`src/design/srft_pkg.sv`:
```
// package for the subscriber rate fan-out table
// holds request and status codes, the table entry layout and default sizes
// no dependencies
`default_nettype none

package srft_pkg;

  // default table depth
  localparam int MAX_SUBSCRIBERS_DEF = 32;

  // fixed field widths
  localparam int ID_W    = 8;
  localparam int RATE_W  = 16;
  localparam int CNT_W   = 17;
  localparam int TALLY_W = 6;

  // request codes
  localparam logic [1:0] REQ_SUBSCRIBE = 2'd0;
  localparam logic [1:0] REQ_REMOVE    = 2'd1;
  localparam logic [1:0] REQ_SWEEP     = 2'd2;

  // status codes
  localparam logic [1:0] ST_OK        = 2'd0;
  localparam logic [1:0] ST_FULL      = 2'd1;
  localparam logic [1:0] ST_NOT_FOUND = 2'd2;
  localparam logic [1:0] ST_BAD_SRC   = 2'd3;

  // result kinds
  localparam logic KIND_DELIVERY = 1'b0;
  localparam logic KIND_STATUS   = 1'b1;

  // counter value right after subscribing (-1)
  localparam logic [CNT_W-1:0] COUNT_RESTART = '1;

  // one table entry as held in memory
  typedef struct packed {
    logic [ID_W-1:0]   id;
    logic [RATE_W-1:0] rate_zero;
    logic [RATE_W-1:0] rate_one;
    logic [CNT_W-1:0]  count_zero;
    logic [CNT_W-1:0]  count_one;
  } entry_t;

  // one result beat
  typedef struct packed {
    logic                 result_kind;
    logic [ID_W-1:0]      target_id;
    logic                 target_source;
    logic [1:0]           status;
    logic [TALLY_W-1:0]   count_zero;
    logic [TALLY_W-1:0]   count_one;
    logic                 last_result;
  } result_t;

endpackage

`default_nettype wire

```
`src/design/subscriber_rate_fanout_table.sv`:
```
// subscriber rate fan-out table, top level
// ordered subscriber table in one synchronous memory, walked once per request
// depends on srft_pkg
//
// usage: requests arrive on the s_ channel (subscribe, remove, sweep event).
// each accepted request walks the table from entry 0 to the last used entry,
// reading one entry per cycle from the memory (registered read) while not stalled.
// a sweep event emits one delivery beat on the m_ channel per subscriber due,
// in table order; every request ends with one status beat with tlast high
// carrying the status code and the subscriber counts per source.
// s_tready is high only between requests; a new request is taken the cycle
// after the status beat has been loaded into the output register.
// when the receiver stalls, the walk holds on the entry whose delivery is
// waiting, so no beat is lost; results leave through a one-deep output
// register. reset empties the table (entry count zero) and drops any beat
// in flight; the memory contents need no clearing.
`default_nettype none

module subscriber_rate_fanout_table
  import srft_pkg::*;
#(
  parameter int MAX_SUBSCRIBERS = MAX_SUBSCRIBERS_DEF
) (
  input  wire logic        clk,
  input  wire logic        rst,
  // request channel
  input  wire logic        s_tvalid,
  output logic             s_tready,
  // tdata: subscriber_id[7:0], rate_zero[23:8], rate_one[39:24],
  //        source_select[41:40], zero[47:42]
  input  wire logic [47:0] s_tdata,
  // tuser: req_type[1:0]
  input  wire logic [1:0]  s_tuser,
  // result channel
  output logic             m_tvalid,
  input  wire logic        m_tready,
  // tdata: target_id[7:0], target_source[8], status[10:9],
  //        count_zero[16:11], count_one[22:17], zero[23]
  output logic [23:0]      m_tdata,
  // tuser: result_kind[0]
  output logic             m_tuser,
  output logic             m_tlast
);

  localparam int IDX_W = (MAX_SUBSCRIBERS > 1) ? $clog2(MAX_SUBSCRIBERS) : 1;
  localparam int USE_W = $clog2(MAX_SUBSCRIBERS + 1);
  localparam logic [USE_W-1:0] MAX_USED = USE_W'(MAX_SUBSCRIBERS);

  typedef enum logic [3:0] {
    S_IDLE   = 4'b0001,
    S_WALK   = 4'b0010,
    S_FINISH = 4'b0100,
    S_STATUS = 4'b1000
  } state_t;

  state_t state;

  // table memory and its ports
  entry_t            mem [MAX_SUBSCRIBERS];
  entry_t            rd_data;
  logic              rd_en;
  logic              wr_en;
  logic [IDX_W-1:0]  wr_addr;
  entry_t            wr_data;

  // request registers
  logic [1:0]        req_q;
  logic [ID_W-1:0]   id_q;
  logic [RATE_W-1:0] rate_zero_q;
  logic [RATE_W-1:0] rate_one_q;
  logic [1:0]        src_q;

  // walk control
  logic [USE_W-1:0]  used;
  logic [USE_W-1:0]  issue_ptr;
  logic              proc_valid;
  logic [IDX_W-1:0]  proc_idx;
  logic              found;
  logic [IDX_W-1:0]  found_idx;
  logic              old_nz_zero;
  logic              old_nz_one;
  logic [USE_W-1:0]  acc_zero;
  logic [USE_W-1:0]  acc_one;

  // final status of the request
  logic [1:0]        st_q;
  logic [USE_W-1:0]  tally_zero_q;
  logic [USE_W-1:0]  tally_one_q;
  logic [1:0]        st_next;
  logic [USE_W-1:0]  tally_zero_next;
  logic [USE_W-1:0]  tally_one_next;
  logic [USE_W-1:0]  used_next;

  // output register
  logic              out_valid;
  result_t           out_q;
  logic              out_free;

  // walk datapath
  logic              is_sub;
  logic              is_remove;
  logic              sweep_ok;
  logic [RATE_W-1:0] sel_rate;
  logic [CNT_W-1:0]  sel_cnt;
  logic [CNT_W-1:0]  cnt_inc;
  logic [CNT_W-1:0]  cnt_new;
  logic              hit;
  logic              active;
  logic              deliver;
  logic              stall;
  logic              step;
  logic              id_match;
  logic              rm_match;
  logic              walk_done;
  logic              sub_full;
  logic [IDX_W-1:0]  sub_slot;
  entry_t            upd_entry;

  assign s_tready = (state == S_IDLE);
  assign m_tvalid = out_valid;
  assign m_tuser  = out_q.result_kind;
  assign m_tlast  = out_q.last_result;
  assign m_tdata  = {1'b0, out_q.count_one, out_q.count_zero, out_q.status,
                     out_q.target_source, out_q.target_id};
  assign out_free = !out_valid || m_tready;

  // decode of the entry under processing
  always_comb begin
    is_sub    = (req_q == REQ_SUBSCRIBE);
    is_remove = (req_q == REQ_REMOVE);
    sweep_ok  = (req_q == REQ_SWEEP) && !src_q[1];
    sel_rate  = src_q[0] ? rd_data.rate_one  : rd_data.rate_zero;
    sel_cnt   = src_q[0] ? rd_data.count_one : rd_data.count_zero;
    cnt_inc   = (sel_cnt == COUNT_RESTART) ? '0 : sel_cnt + CNT_W'(1);
    hit       = (cnt_inc == '0) || (cnt_inc == {1'b0, sel_rate});
    cnt_new   = hit ? '0 : cnt_inc;
    active    = proc_valid && sweep_ok && (sel_rate != '0);
    deliver   = active && hit;
    stall     = deliver && !out_free;
    step      = (state == S_WALK) && !stall;
    id_match  = (rd_data.id == id_q);
    rm_match  = is_remove && id_match && !found;
    rd_en     = step && (issue_ptr < used);
    walk_done = (state == S_WALK) && !proc_valid && !(issue_ptr < used);
    upd_entry = rd_data;
    if (src_q[0]) begin
      upd_entry.count_one = cnt_new;
    end else begin
      upd_entry.count_zero = cnt_new;
    end
  end

  // closing step of the request: subscribe write, counts and status
  always_comb begin
    sub_full        = (used >= MAX_USED);
    sub_slot        = found ? found_idx : used[IDX_W-1:0];
    st_next         = ST_OK;
    tally_zero_next = acc_zero;
    tally_one_next  = acc_one;
    used_next       = used;
    case (req_q)
      REQ_SUBSCRIBE: begin
        if (sub_full) begin
          st_next = ST_FULL;
        end else begin
          tally_zero_next = acc_zero - USE_W'(found && old_nz_zero)
                            + USE_W'(rate_zero_q != '0);
          tally_one_next  = acc_one - USE_W'(found && old_nz_one)
                            + USE_W'(rate_one_q != '0);
          if (!found) begin
            used_next = used + USE_W'(1);
          end
        end
      end
      REQ_REMOVE: begin
        if (!found) begin
          st_next = ST_NOT_FOUND;
        end else begin
          used_next = used - USE_W'(1);
        end
      end
      REQ_SWEEP: begin
        if (src_q[1]) begin
          st_next = ST_BAD_SRC;
        end
      end
      default: begin
        st_next = ST_OK;
      end
    endcase
  end

  // memory write select
  always_comb begin
    wr_en   = 1'b0;
    wr_addr = proc_idx;
    wr_data = upd_entry;
    if (step && proc_valid && is_remove && found) begin
      wr_en   = 1'b1;
      wr_addr = proc_idx - IDX_W'(1);
      wr_data = rd_data;
    end else if (step && active) begin
      wr_en   = 1'b1;
      wr_addr = proc_idx;
      wr_data = upd_entry;
    end else if ((state == S_FINISH) && is_sub && !sub_full) begin
      wr_en   = 1'b1;
      wr_addr = sub_slot;
      wr_data = '{id: id_q, rate_zero: rate_zero_q, rate_one: rate_one_q,
                  count_zero: COUNT_RESTART, count_one: COUNT_RESTART};
    end
  end

  // table memory, registered read
  always_ff @(posedge clk) begin
    if (wr_en) begin
      mem[wr_addr] <= wr_data;
    end
    if (rd_en) begin
      rd_data  <= mem[issue_ptr[IDX_W-1:0]];
      proc_idx <= issue_ptr[IDX_W-1:0];
    end
  end

  // request capture and per-entry bookkeeping
  always_ff @(posedge clk) begin
    if (state == S_IDLE && s_tvalid) begin
      req_q       <= s_tuser;
      id_q        <= s_tdata[7:0];
      rate_zero_q <= s_tdata[23:8];
      rate_one_q  <= s_tdata[39:24];
      src_q       <= s_tdata[41:40];
      acc_zero    <= '0;
      acc_one     <= '0;
    end else if (step && proc_valid) begin
      if (!rm_match) begin
        acc_zero <= acc_zero + USE_W'(rd_data.rate_zero != '0);
        acc_one  <= acc_one + USE_W'(rd_data.rate_one != '0);
      end
      if (is_sub && id_match && !found) begin
        found_idx   <= proc_idx;
        old_nz_zero <= (rd_data.rate_zero != '0);
        old_nz_one  <= (rd_data.rate_one != '0);
      end
    end
    if (state == S_FINISH) begin
      st_q         <= st_next;
      tally_zero_q <= tally_zero_next;
      tally_one_q  <= tally_one_next;
    end
  end

  // sequencer
  always_ff @(posedge clk) begin
    if (rst) begin
      state      <= S_IDLE;
      used       <= '0;
      issue_ptr  <= '0;
      proc_valid <= 1'b0;
      found      <= 1'b0;
    end else begin
      case (state)
        S_IDLE: begin
          if (s_tvalid) begin
            issue_ptr  <= '0;
            proc_valid <= 1'b0;
            found      <= 1'b0;
            state      <= S_WALK;
          end
        end
        S_WALK: begin
          if (walk_done) begin
            state <= S_FINISH;
          end else if (step) begin
            proc_valid <= rd_en;
            if (rd_en) begin
              issue_ptr <= issue_ptr + USE_W'(1);
            end
            if (proc_valid && (is_sub || is_remove) && id_match) begin
              found <= 1'b1;
            end
          end
        end
        S_FINISH: begin
          used  <= used_next;
          state <= S_STATUS;
        end
        S_STATUS: begin
          if (out_free) begin
            state <= S_IDLE;
          end
        end
        default: begin
          state <= S_IDLE;
        end
      endcase
    end
  end

  // output register: deliveries during the walk, then the status beat
  always_ff @(posedge clk) begin
    if (rst) begin
      out_valid <= 1'b0;
    end else if (step && deliver) begin
      out_valid <= 1'b1;
    end else if ((state == S_STATUS) && out_free) begin
      out_valid <= 1'b1;
    end else if (m_tready) begin
      out_valid <= 1'b0;
    end
  end

  always_ff @(posedge clk) begin
    if (step && deliver) begin
      out_q <= '{result_kind: KIND_DELIVERY, target_id: rd_data.id,
                 target_source: src_q[0], status: ST_OK,
                 count_zero: '0, count_one: '0, last_result: 1'b0};
    end else if ((state == S_STATUS) && out_free) begin
      out_q <= '{result_kind: KIND_STATUS, target_id: '0,
                 target_source: 1'b0, status: st_q,
                 count_zero: TALLY_W'(tally_zero_q),
                 count_one: TALLY_W'(tally_one_q), last_result: 1'b1};
    end
  end

endmodule

`default_nettype wire
```
`config.mk`:
```
export PLATFORM = sky130hd
export DESIGN_NAME = subscriber_rate_fanout_table
export DESIGN_NICKNAME = d
export VERILOG_FILES = /design/src/design/srft_pkg.sv /design/src/design/subscriber_rate_fanout_table.sv
export SDC_FILE = /design/constraint.sdc
export NUM_CORES = 2
export LEC_CHECK = 0
export ABC_CLOCK_PERIOD_IN_PS = 30900
export BUFFER_PORTS_ARGS = -buffer_cell sky130_fd_sc_hd__buf_2
export CORE_UTILIZATION = 40
export DETAILED_ROUTE_END_ITERATION = 7
export PLACE_DENSITY = 0.56
export SETUP_SLACK_MARGIN = 0.05
export SYNTH_ARGS = -nofsm -noshare
export SYNTH_HDL_FRONTEND = slang
export SYNTH_SLANG_ARGS = --single-unit
```
`constraint.sdc`:
```
create_clock -name clk -period 30.9 [get_ports clk]
set_input_delay 6.18 -clock clk [delete_from_list [all_inputs] [get_ports clk]]
set_output_delay 6.18 -clock clk [all_outputs]
set_load 0.01 [all_outputs]
```
Word level (Yosys, flattened, before mapping). Memory sizes are Yosys's and may differ from the RTL's. A register that Yosys moved wholly into a read port is not among the register bits. Cells that the tools add are included.

Memories: 1. Word-level logic and storage cells: 168. Output and inout port bits: 28. Bits in registers: 125. Memory bits (writable): 2368.

Memory list: mem (depth 32, width 74, read ports 1, clocked after memory_dff 1, wr ports 1, line subscriber_rate_fanout_table.sv:59) `entry_t mem [MAX_SUBSCRIBERS];`.

Reduce and logical (&&, ||, !) cells: 55. Bitwise logic cells: 2. Multiplexer cells: 52. $lt $le $gt $ge: 2. $add $sub $neg: 11. Equal/unequal tests: 19.

Operator list (number): 74-bit two-way mux (3); 17-bit two-way mux (5); 16-bit nonzero test (5); 6-bit two-way mux (11); 24-bit two-way mux (2); 1-bit logical AND (26); 6-bit by 1-bit adder with 6-bit output (4); 6-bit case mux with 2 select lines (2); 5-bit two-way mux (4); 2-bit != test, second input constant (9); 17-bit by 1-bit adder with 17-bit output, second input constant (1); 17-bit by 16-bit == test with 1-bit output (1); 17-bit == test, second input constant (1); 17-bit logical NOT (1); 16-bit two-way mux (1); 4-bit case mux with 4 select lines (1); 1-bit two-way mux (15); 5-bit AND reduction (3); 6-bit by 1-bit adder with 6-bit output, second input constant (2); 4-bit two-way mux (3); 6-bit by 1-bit subtractor with 6-bit output (2); 8-bit == test (1); 1-bit logical NOT (8); 6-bit greater-or-equal comparator, second input constant (1); 21 further kinds (29).

Longest topological paths before layout.
Word-level depth: 15. Depth in mapped cells: 25.

Least setup slack after synthesis. No wires, ideal clock.

Kind: in2reg. From: input port m_tready. To: memory mem[10][0] (netlist name), enable pin. Path slack: 18.131 ns. Stages on the path: 4. Required time: 30.284 ns. Setup time: 0.616 ns. Arrival: 12.153 ns. Cell sequence: nand2b_1 o21ai_4 buf_6 a211oi_1.

Word-level cells in the longest chain between the ends: 11.

RTL lines: start: declaration (line subscriber_rate_fanout_table.sv:36) `input wire logic m_tready,`; 1-bit logical OR (*) (line subscriber_rate_fanout_table.sv:125) `assign out_free = !out_valid || m_tready;`; 1-bit logical NOT (*) (line subscriber_rate_fanout_table.sv:139) `stall = deliver && !out_free;`; 1-bit logical AND (*) (line subscriber_rate_fanout_table.sv:139); 1-bit logical NOT (*) (line subscriber_rate_fanout_table.sv:140) `step = (state == S_WALK) && !stall;`; 1-bit logical AND (*) (line subscriber_rate_fanout_table.sv:140); 1-bit logical AND (3 in series) (line subscriber_rate_fanout_table.sv:198) `if (step && proc_valid && is_remove && found) begin`; 1-bit two-way mux (line subscriber_rate_fanout_table.sv:198); 1-bit two-way mux (line subscriber_rate_fanout_table.sv:216) `if (wr_en) begin`; 1-bit two-way mux (not written as such) (line subscriber_rate_fanout_table.sv:217) `mem[wr_addr] <= wr_data;`; end: declaration (line subscriber_rate_fanout_table.sv:59).

Every way passes the cells marked *; elsewhere a longest branch is shown, timed or not.

Worst setup path in the final report.
From: register src_q[0]. To: memory mem[9][31] (netlist name), enable pin.

Word-level cells in the longest chain between the ends: 15.

RTL lines: start: declaration (line subscriber_rate_fanout_table.sv:71) `logic [1:0] src_q;`; start signal: assignment (line subscriber_rate_fanout_table.sv:232) `src_q <= s_tdata[41:40];`; 17-bit two-way mux (line subscriber_rate_fanout_table.sv:133) `sel_cnt = src_q[0] ? rd_data.count_one : rd_data.count_zero;`; 17-bit by 1-bit adder with 17-bit output / 17-bit == test (equally long branches) (line subscriber_rate_fanout_table.sv:134) `cnt_inc = (sel_cnt == COUNT_RESTART) ? '0 : sel_cnt + CNT_W'(1);`; 17-bit two-way mux (line subscriber_rate_fanout_table.sv:134); 17-bit by 16-bit == test with 1-bit output / 17-bit logical NOT (equally long branches) (line subscriber_rate_fanout_table.sv:135) `hit = (cnt_inc == '0) || (cnt_inc == {1'b0, sel_rate});`; 1-bit logical OR (line subscriber_rate_fanout_table.sv:135); 1-bit logical AND (line subscriber_rate_fanout_table.sv:138) `deliver = active && hit;`; 1-bit logical AND (line subscriber_rate_fanout_table.sv:139); 1-bit logical NOT (line subscriber_rate_fanout_table.sv:140); 1-bit logical AND (line subscriber_rate_fanout_table.sv:140); 1-bit logical AND (3 in series) (line subscriber_rate_fanout_table.sv:198); 1-bit two-way mux (line subscriber_rate_fanout_table.sv:198); 1-bit two-way mux (line subscriber_rate_fanout_table.sv:216); 1-bit two-way mux (not written as such) (line subscriber_rate_fanout_table.sv:217).

Several ways; a longest one is shown, not always the timed one.

==> impl_metrics.yaml <==
detailed_routing:
  vias: 48200
  drt-initial-drc-count: 5597
  routed_via_density: 5.84
  wl_um: 264000
  remaining_drc_errors: 0
  first_pass_iters: 5
  antenna_left: 0
  wl_per_cell_um: 32.0
clock_tree:
  clock-root-buffer: "clkbuf_16"
  cts_hold_buf: 0
  h-tree-depth: 5
  clk_pin_slew_ns: 0.06
  cts_resized: 0
  cts_setup_buffers: 0
  cts_sinks: 2567
  worstSkewPairLatency_ns: 0.92
  tritoncts: "built"
  cts.path.max_buffers: 4
  cts_buffers: 282
global_routing:
  grt_use_total_pct: 21.1
  grt_max_degree: 140
  overflow: 0
  grt_pass1_vias: 49000
  antenna_found_initial: 12
  grt_pass1_wl_um: 375000
power:
  p_leak_nw: 34.4
  peakVddDrop_v: 0.0000594
  power_density_nw_per_um2: 61.8
sta:
  skew_ns: 0.0531
  rsz0062_at_grt: "false"
  finalCritPeriodShare_pct: 30.9
  max_freq_mhz: 105
  tightest_slew_ns: 1.37
  period_minus_slack_ns: 9.54
  fin_setup_tns_ns: 0
  drv_slew: 0
  slew_headroom_pct: 8.37
  hold_slack_ns: 0.467
  hold_viol_final: 0
  setup-violations-final: 0
  setup_ws_ns: 21.36
placement:
  gp_congestion: 0.801
  dp_hpwl_um: 138000
  preCtsSetupSlack_ns: 21.09
  io_buffers: 74
floorplanning:
  die_w_um: 503
  core-area_um2: 249000
  num_rows: 183
  die_h_um: 503
  io_pins: 82
  start_util_pct: 40.3
  dieArea_um2: 253000
final_layout:
  area_delta_synth_final_pct: 13.7
  drive_above_1_share_pct: 30.6
  nets: 4822
  fill_cells: 20800
  regArea_um2: 76600
  multi_input_area_um2: 23100
yosys:
  yosys.area_share.simple_pct: 2.15
  synthTopCellsByCount: "edfxtp_1 (2521), mux4_2 (740), nand2_1 (210)"
  synthMuxAreaShare_pct: 18.1
  yosys.area_share.xor_xnor_pct: 0.375
  syn_avg_cell_area_um2: 22.5
  synth_area_um2: 100000
  synth_seq_cells: 2567
  synth_edf_count: 2521
  synth_top_family_by_area: "multiplexers"
  yosys.cell_count.top_type: "edfxtp_1"
  yosysTopAreaCell: "edfxtp_1"
  yosysUniqueCellTypes: 82
  synth_area_leaders: "edfxtp_1 (75%), mux4_2 (17%), mux2_2 (0.99%)"
  synthAdderAreaFrac_pct: 0.496
  syn_nets: 4551
  synth_cells: 4459
  synth-compound-area-share_pct: 1.46
  yosysSeqAreaShare_pct: 76.3
  synthFlopType: "edfxtp_1"
  synthArstFlopShare_pct: 0
  yosysWarnings: 0
  netlist.area_leader.share_pct: 75.4
critical_path:
  cp_top_family: "compound AO/OA/AOI/OAI gates"
  worstPathCellList: "buf_4 -> nand3_1 -> a22oi_2 -> nand3_2 -> a2111oi_0 -> ha_1 -> inv_1 -> and2_1 -> mux2i_1 -> xor2_1 -> a2111o_1 -> o31a_2 -> o21ai_4 -> nor2_4 -> buf_4 -> buf_4"
  startpoint_type: "flip-flop"
  max_stage_delay_ns: 1.02
  path_class: "flip-flop to flip-flop"
  cp_slowest_cell: "ha_1"
  cp-end-kind: "flip-flop"
  cp.arrival_ns: 10.05
  crit_top_cell: "buf_4"
  critPathMaxFanout: 76
  required_ns: 31.41
  path_buf_inv: 4
worst_hold_path:
  min_path_type: "flip-flop to flip-flop"
flow_run:
  maxCapViolations: 0
outcome:
  status: "finished clean"
==> flip-flops by register name, summed over array words and instances (netlist names), 5 cells and up <==
register	flops
issue_ptr	6
tally_zero_q	6
rd_data	74
acc_zero	6
found_idx	5
rate_one_q	16
mem	2368
id_q	8
used	6
acc_one	6
proc_idx	5
rate_zero_q	16
m_tdata	23
tally_one_q	6
==> layout by cell type, fill, tap and decap left out, types with 35 or more instances in the layout <==
master / count
clkinv_1: 58
a21oi_1: 49
buf_2: 74
clkbuf_1: 53
nor2_1: 60
mux4_2: 740
ha_1: 35
mux2_2: 88
nand2_1: 209
edfxtp_1: 2521
dfxtp_1: 41
buf_4: 132
clkinv_2: 40
inv_1: 43
mux2i_1: 44
clkbuf_16: 293
==> tightest hold or removal path, delay by kind of cell (launching register included) <==
kind / cells / cell delay, ns
flip-flops: 1 / 0.32
AND/OR/NAND/NOR: 1 / 0.05
AO/OA/AOI/OAI: 1 / 0.10
==> cells by family after synthesis <==
kind of cell             Yosys count
AO/OA/AOI/OAI                    214
multiplexers                     875
flip-flops                      2567
buffers and inverters            270
AND/OR/NAND/NOR                  451
other                              1
XOR/XNOR                          43
adder cells (fa/ha/maj)           38
==> where the power goes <==
part           internal, mW  switching [mW]
combinational        0.0166          0.0581
sequential             3.81         0.00657
clock                  1.85            1.32
total                  5.67            1.39
==> routing by layer <==
metal	vias up	global-route usage (%)	wire, µm
li1	19400	-	-
met1	26500	30.3	113000
met2	1903	33.5	126000
met3	380	3.72	19200
met4	0	4.98	5970
met5	-	0	0
==> per-stage QoR <==
step                      area [µm²]  utilization [%]  cells  power, mW
final                         114000             45.8   8253       7.06
after global routing          114000             45.8   8252       7.25
after CTS                     114000             45.8   8250       7.11
after detailed placement      106000             42.4   7776       3.96
after global placement        106000             42.4   7776       3.96
after floorplan               100000                -   4459       3.93
==> path summary, 6_finish.rpt <==
path,from,end,slack (ns),cells past startpoint
max,src_q[0],mem[9][31],21.36,16
max reg2reg,src_q[0],mem[9][31],21.36,16
min reg2reg,tally_one_q[5],m_tdata[22],0.47,2
min,tally_one_q[5],m_tdata[22],0.47,2
==> layout make-up <==
| class | count | share of cell area (%) |
|---|---|---|
| sequential | 2567 | 67.1 |
| multi-input combinational | 1622 | 20.3 |
| clock buffer | 346 | 6.60 |
| tap | 3330 | 3.65 |
| timing repair buffer | 212 | 1.30 |
| clock inverter | 128 | 0.868 |
| inverter | 45 | 0.152 |
| antenna | 3 | 0.00658 |
Power figures use the tool's default switching activity.
